<file path="config.mk">
export PLATFORM = sky130hd
export DESIGN_NAME = wss_ctrl
export DESIGN_NICKNAME = d
export VERILOG_FILES = /design/src/hdl/assert_macros.svh /design/src/hdl/wss_pkg.sv /design/src/hdl/wss_ctrl.sv
export SDC_FILE = /design/constraint.sdc
export NUM_CORES = 1
export LEC_CHECK = 0
export BUFFER_PORTS_ARGS = -buffer_cell sky130_fd_sc_hd__buf_2
export CAP_MARGIN = 20
export CORE_AREA = 5 5 42 44
export DETAILED_ROUTE_END_ITERATION = 8
export DIE_AREA = 0 0 47 49
export PLACE_DENSITY_LB_ADDON = 0.15
export SYNTH_ARGS = -nofsm -noshare
export SYNTH_HDL_FRONTEND = slang
export SYNTH_SLANG_ARGS = --single-unit
</file>
<file path="constraint.sdc">
create_clock -name aclk -period 1.17 [get_ports aclk]
set_input_delay 0.351 -clock aclk [delete_from_list [all_inputs] [get_ports aclk]]
set_output_delay 0.351 -clock aclk [all_outputs]
set_load 0.01 [all_outputs]
</file>
<file path="src/hdl/assert_macros.svh">
// Assertion macros used by the top RTL file of the windowed sample statistics block.
// Depends on nothing; each macro expands to one labelled concurrent assertion.
`ifndef ASSERT_MACROS_SVH
`define ASSERT_MACROS_SVH

// The consequent must hold in the same cycle as the antecedent.
`define WSS_ASSERT_SAME(lbl, clk, rstn, ante, cons) \
    lbl: assert property (@(posedge clk) disable iff (!rstn) (ante) |-> (cons)) \
        else $error("assertion failed");

// The consequent must hold in the cycle after the antecedent.
`define WSS_ASSERT_NEXT(lbl, clk, rstn, ante, cons) \
    lbl: assert property (@(posedge clk) disable iff (!rstn) (ante) |=> (cons)) \
        else $error("assertion failed");

`endif

</file>
<file path="src/hdl/wss_pkg.sv">
// Package for the windowed sample statistics block: constants, operation and register
// codes, and the command and status bundles between controller and datapath.
`timescale 1ns / 1ps

package wss_pkg;

    localparam int DEFAULT_WINDOW_SAMPLES = 128;

    localparam int SAMPLE_W   = 32;
    localparam int AGE_W      = 7;
    localparam int OP_W       = 2;
    localparam int COUNT_OUT_W = 8;
    localparam int DAMP_W     = 17;
    localparam int CFG_IDX_W  = 3;
    localparam int S_TDATA_W  = 40;
    localparam int M_TDATA_W  = 200;

    localparam logic [DAMP_W-1:0] DAMP_ONE   = 17'd65536;
    localparam logic [DAMP_W-1:0] DAMP_RESET = 17'd62259;

    localparam logic [OP_W-1:0] OP_PUSH      = 2'd0;
    localparam logic [OP_W-1:0] OP_OVERWRITE = 2'd1;
    localparam logic [OP_W-1:0] OP_READ      = 2'd2;
    localparam logic [OP_W-1:0] OP_UPDATE    = 2'd3;

    localparam logic [CFG_IDX_W-1:0] CFG_DAMPENING = 3'd0;
    localparam logic [CFG_IDX_W-1:0] CFG_USE_KMIN  = 3'd1;
    localparam logic [CFG_IDX_W-1:0] CFG_USE_KMAX  = 3'd2;
    localparam logic [CFG_IDX_W-1:0] CFG_KMIN      = 3'd3;
    localparam logic [CFG_IDX_W-1:0] CFG_KMAX      = 3'd4;

    typedef struct packed {
        logic clr_step;
        logic capture;
        logic apply;
        logic scan_step;
        logic blend_step;
        logic div_start;
        logic load_out;
    } cmd_t;

    typedef struct packed {
        logic idx_last;
        logic is_update;
        logic blend_done;
        logic div_done;
    } status_t;

endpackage

</file>
<file path="src/hdl/wss_ctrl.sv">
// Controller state machine of the windowed sample statistics block.
// Depends on wss_pkg; drives the datapath only through cmd_t and reads status_t.
`timescale 1ns / 1ps

module wss_ctrl (
    input  logic             aclk,
    input  logic             aresetn,
    input  logic             s_tvalid,
    output logic             s_tready,
    output logic             m_tvalid,
    input  logic             m_tready,
    input  wss_pkg::status_t st,
    output wss_pkg::cmd_t    cmd
);

    localparam logic [3:0] S_CLEAR  = 4'd0;
    localparam logic [3:0] S_IDLE   = 4'd1;
    localparam logic [3:0] S_READ   = 4'd2;
    localparam logic [3:0] S_APPLY  = 4'd3;
    localparam logic [3:0] S_SCAN   = 4'd4;
    localparam logic [3:0] S_SCANE  = 4'd5;
    localparam logic [3:0] S_BLEND  = 4'd6;
    localparam logic [3:0] S_DSTART = 4'd7;
    localparam logic [3:0] S_DIV    = 4'd8;
    localparam logic [3:0] S_OUT    = 4'd9;

    logic [3:0] state_reg, state_next;
    logic       mvalid_reg, mvalid_next;

    always_comb begin
        state_next = state_reg;
        cmd        = '0;
        s_tready   = 1'b0;
        case (state_reg)
            S_CLEAR: begin
                cmd.clr_step = 1'b1;
                if (st.idx_last) begin
                    state_next = S_IDLE;
                end
            end
            S_IDLE: begin
                s_tready = 1'b1;
                if (s_tvalid) begin
                    cmd.capture = 1'b1;
                    state_next  = S_READ;
                end
            end
            S_READ: state_next = S_APPLY;
            S_APPLY: begin
                cmd.apply  = 1'b1;
                state_next = st.is_update ? S_SCAN : S_DSTART;
            end
            S_SCAN: begin
                cmd.scan_step = 1'b1;
                if (st.idx_last) begin
                    state_next = S_SCANE;
                end
            end
            S_SCANE: state_next = S_BLEND;
            S_BLEND: begin
                cmd.blend_step = 1'b1;
                if (st.blend_done) begin
                    state_next = S_DSTART;
                end
            end
            S_DSTART: begin
                cmd.div_start = 1'b1;
                state_next    = S_DIV;
            end
            S_DIV: begin
                if (st.div_done) begin
                    state_next = S_OUT;
                end
            end
            S_OUT: begin
                if (!mvalid_reg || m_tready) begin
                    cmd.load_out = 1'b1;
                    state_next   = S_IDLE;
                end
            end
            default: state_next = S_IDLE;
        endcase
    end

    always_comb begin
        mvalid_next = mvalid_reg;
        if (cmd.load_out) begin
            mvalid_next = 1'b1;
        end else if (m_tready) begin
            mvalid_next = 1'b0;
        end
    end

    assign m_tvalid = mvalid_reg;

    always_ff @(posedge aclk) begin
        if (!aresetn) begin
            state_reg  <= S_CLEAR;
            mvalid_reg <= 1'b0;
        end else begin
            state_reg  <= state_next;
            mvalid_reg <= mvalid_next;
        end
    end

endmodule

</file>
==> impl_metrics.json <==
{
  "outcome": "complete, but fails checks",
  "failed_checks": "negative setup slack",
  "layout_worst_path_cycle_share": 1.24,
  "setup.worst_path.class": "flip-flop to primary output",
  "num_vias": 442,
  "drt_iter0_markers": 4,
  "post_synth_num_cell_types": 22,
  "final_max_slew_viol_count": 0,
  "final-hold-violation-count": 0,
  "rr_startpoint": "state_reg[2]",
  "timing_worst_slew_pin_value_ns": 0.268,
  "cts_tree": "yes",
  "num_io_pins": 17,
  "synth.largest_area_cell": "dfxtp_1",
  "final_layout_size_suffix_gt1_frac": 0.724,
  "flow.area_growth_from_synthesis_pct": 94.5,
  "synth.top_cell.area_share": 0.260,
  "worst_setup_path_start_kind": "flip-flop",
  "cts.htree.levels": 1,
  "finalNetCount": 85,
  "irDropWorstVdd_mv": 0.685,
  "dr_wl_met2_um": 577,
  "first_global_vias": 420,
  "antennaDiodeCount": 0,
  "cts_root_buf": "clkbuf_4",
  "final_common_cell": "buf_2",
  "hold_path_end": "state_reg[3]",
  "largest_register_ff_count": 4,
  "path_cells": "nand2b_4, nor3_2, buf_2",
  "finalWirelength_um": 1170,
  "hold_sp": "aresetn",
  "postPlaceCellArea_um2": 576,
  "timing.slew.headroom": 0.821,
  "route.top_layer_used": "met4",
  "power.total_uw": 1180,
  "final.setup_skew_ns": 0.00341,
  "die-area_um2": 2300,
  "critical_path.max_fanout": 7,
  "rrSetupSlack_ns": -0.06,
  "grt_setup_unrepaired": "yes",
  "port_bufs": 16,
  "drtAntennaViolNets": 0,
  "cell_leakage_power_uw": 0.000310,
  "ys_top_cells_by_area": "dfxtp_1, nand2b_1, buf_4, nor2_1, nor4b_4",
  "cts.clk_slew.worst_paths_ns": 0.04,
  "rr_endpoint": "state_reg[0]",
  "place.gp.congestion": 0.728,
  "floorplan.initialDensity": 0.275,
  "number_of_antenna_violations_at_the_first_check_in_global_routing": 0,
  "detail_route.wirelength.met1_um": 484,
  "ys_seq_area_frac": 0.260,
  "post-route-min-period_ns": 1.45,
  "avgViaCountPerCell": 4.80,
  "ctsHoldBuffers": 0,
  "cpPeakStageDelay_ns": 0.38,
  "total_nets_after_synthesis": 54,
  "cts-buffers-inserted": 3,
  "max_clock_freq_mhz": 690,
  "whs_path_depth": 2,
  "worst_slack_ns": -0.279,
  "grtUsageTotal": 0.113,
  "fillerInstances": 141,
  "grt_start_max_net_pins": 8,
  "syn_inst": 46,
  "clock_latency_at_the_later_pin_of_the_worst_skew_pair_ns": 0.24,
  "max_cap_violations": 0,
  "fin_tns_setup_ns": -1.90,
  "dieWidth_um": 47,
  "chipHeight_um": 49,
  "cp.required_ns": 0.82,
  "core.rowCount": 14,
  "detailedRoute.firstPassIterationCount": 4,
  "clock_path_buffers": 2,
  "power_per_cell_area_nw_per_um2": 1580,
  "detailed_place_hpwl_um": 854,
  "core_area_um2": 1400,
  "worst_hold_slack_ns": 0.395,
  "stdcell_area_um2": 749,
  "mappedNetlistArea_um2": 385,
  "drt_drc_violations_left": 0,
  "finish.utilization": 0.535,
  "critPathSlowestCell": "dfxtp_4",
  "wl_per_cell_um": 12.7,
  "timing.final.setup_violations": 9,
  "synth_warnings": 0,
  "wire_length_of_the_first_global_routing_pass_um": 1830,
  "synthesis.area_per_instance_um2": 8.38,
  "grt_overflow_total": 0,
  "timing.reg2reg.worst_path_depth": 5,
  "endpoint_kind": "primary output",
  "hold_path.class": "input pin to flip-flop",
  "met3_length_um": 100,
  "critical_path.startpoint": "state_reg[3]",
  "final_cell_mix": "buf_2, buf_6, buf_4",
  "clkSinkCount": 5,
  "cp.arrival_ns": 1.10,
  "yosys_register_bits": 5
}
metal layers:
layer  vias to the layer above  GRT usage
li1                        224          -
met1                       198      0.132
met2                        18      0.174
met3                         2     0.0554
met4                         0     0.0415
met5                         -          0
critical path, delay by kind of cell (launching register included):
| family | cells | cell delay, ns |
|---|---|---|
| flip-flops | 1 | 0.38 |
| AND/OR/NAND/NOR | 2 | 0.33 |
| buffers and inverters | 1 | 0.15 |
final cells by class:
type                    instances  area (um2)  area share
clock buffers                   4        26.3      0.0351
flip-flops and latches          5         113       0.150
multi-input cells              36         365       0.487
well taps                      16        20.0      0.0267
repair buffers                 31         225       0.301
stage by stage:
step | worst slack [ns] | std cells
4_1_cts | -0.292 | 90
3_3_place_gp | -0.181 | 85
2_1_floorplan | -0.154 | 46
3_5_place_dp | -0.187 | 85
6_report | -0.279 | 92
5_1_grt | -0.353 | 92
Yosys cell counts:
cell type	number
o2bb2ai_1	1
nor3_1	3
buf_4	4
or2_0	1
o21a_1	2
xor2_1	1
nor4bb_1	1
buf_6	1
o32ai_1	1
nor4b_1	2
nor4_1	1
nor2b_1	1
nor4b_4	1
nor2_1	7
nor3_2	1
a211oi_1	1
nand2b_1	6
dfxtp_1	5
and2_1	1
nor3b_1	2
o21bai_1	1
nand2_1	2
where the power goes:
group          total [uW]  switching (uW)  internal [uW]
sequential            277            61.6            215
clock                 195            66.5            129
combinational         711             300            411
total                1180             428            755
how the worst max path moves through the flow:
stage | end | slack [ns] | cells past startpoint
after floorplan | cmd[5] | -0.15 | 4
after global placement | cmd[5] | -0.18 | 4
after detailed placement | cmd[5] | -0.19 | 4
after CTS | cmd[5] | -0.29 | 4
after global routing | cmd[2] | -0.35 | 3
final | cmd[3] | -0.28 | 3
logic make-up after synthesis:
kind of cell,Yosys count,synth area share
and+or+nand+nor,29,0.487
AOI/OAI and AO/OA,6,0.123
DFF,5,0.260
xor gates and xnor gates,1,0.0227
buffers and inverters,5,0.107
timing repair:
item,CTS,global route
buffers inserted,2,2
pin swaps,6,3
gates cloned,0,0
endpoints found under the setup margin,11,11
resized for setup,21,8
No activity file was read; power rests on OpenSTA's default activity.
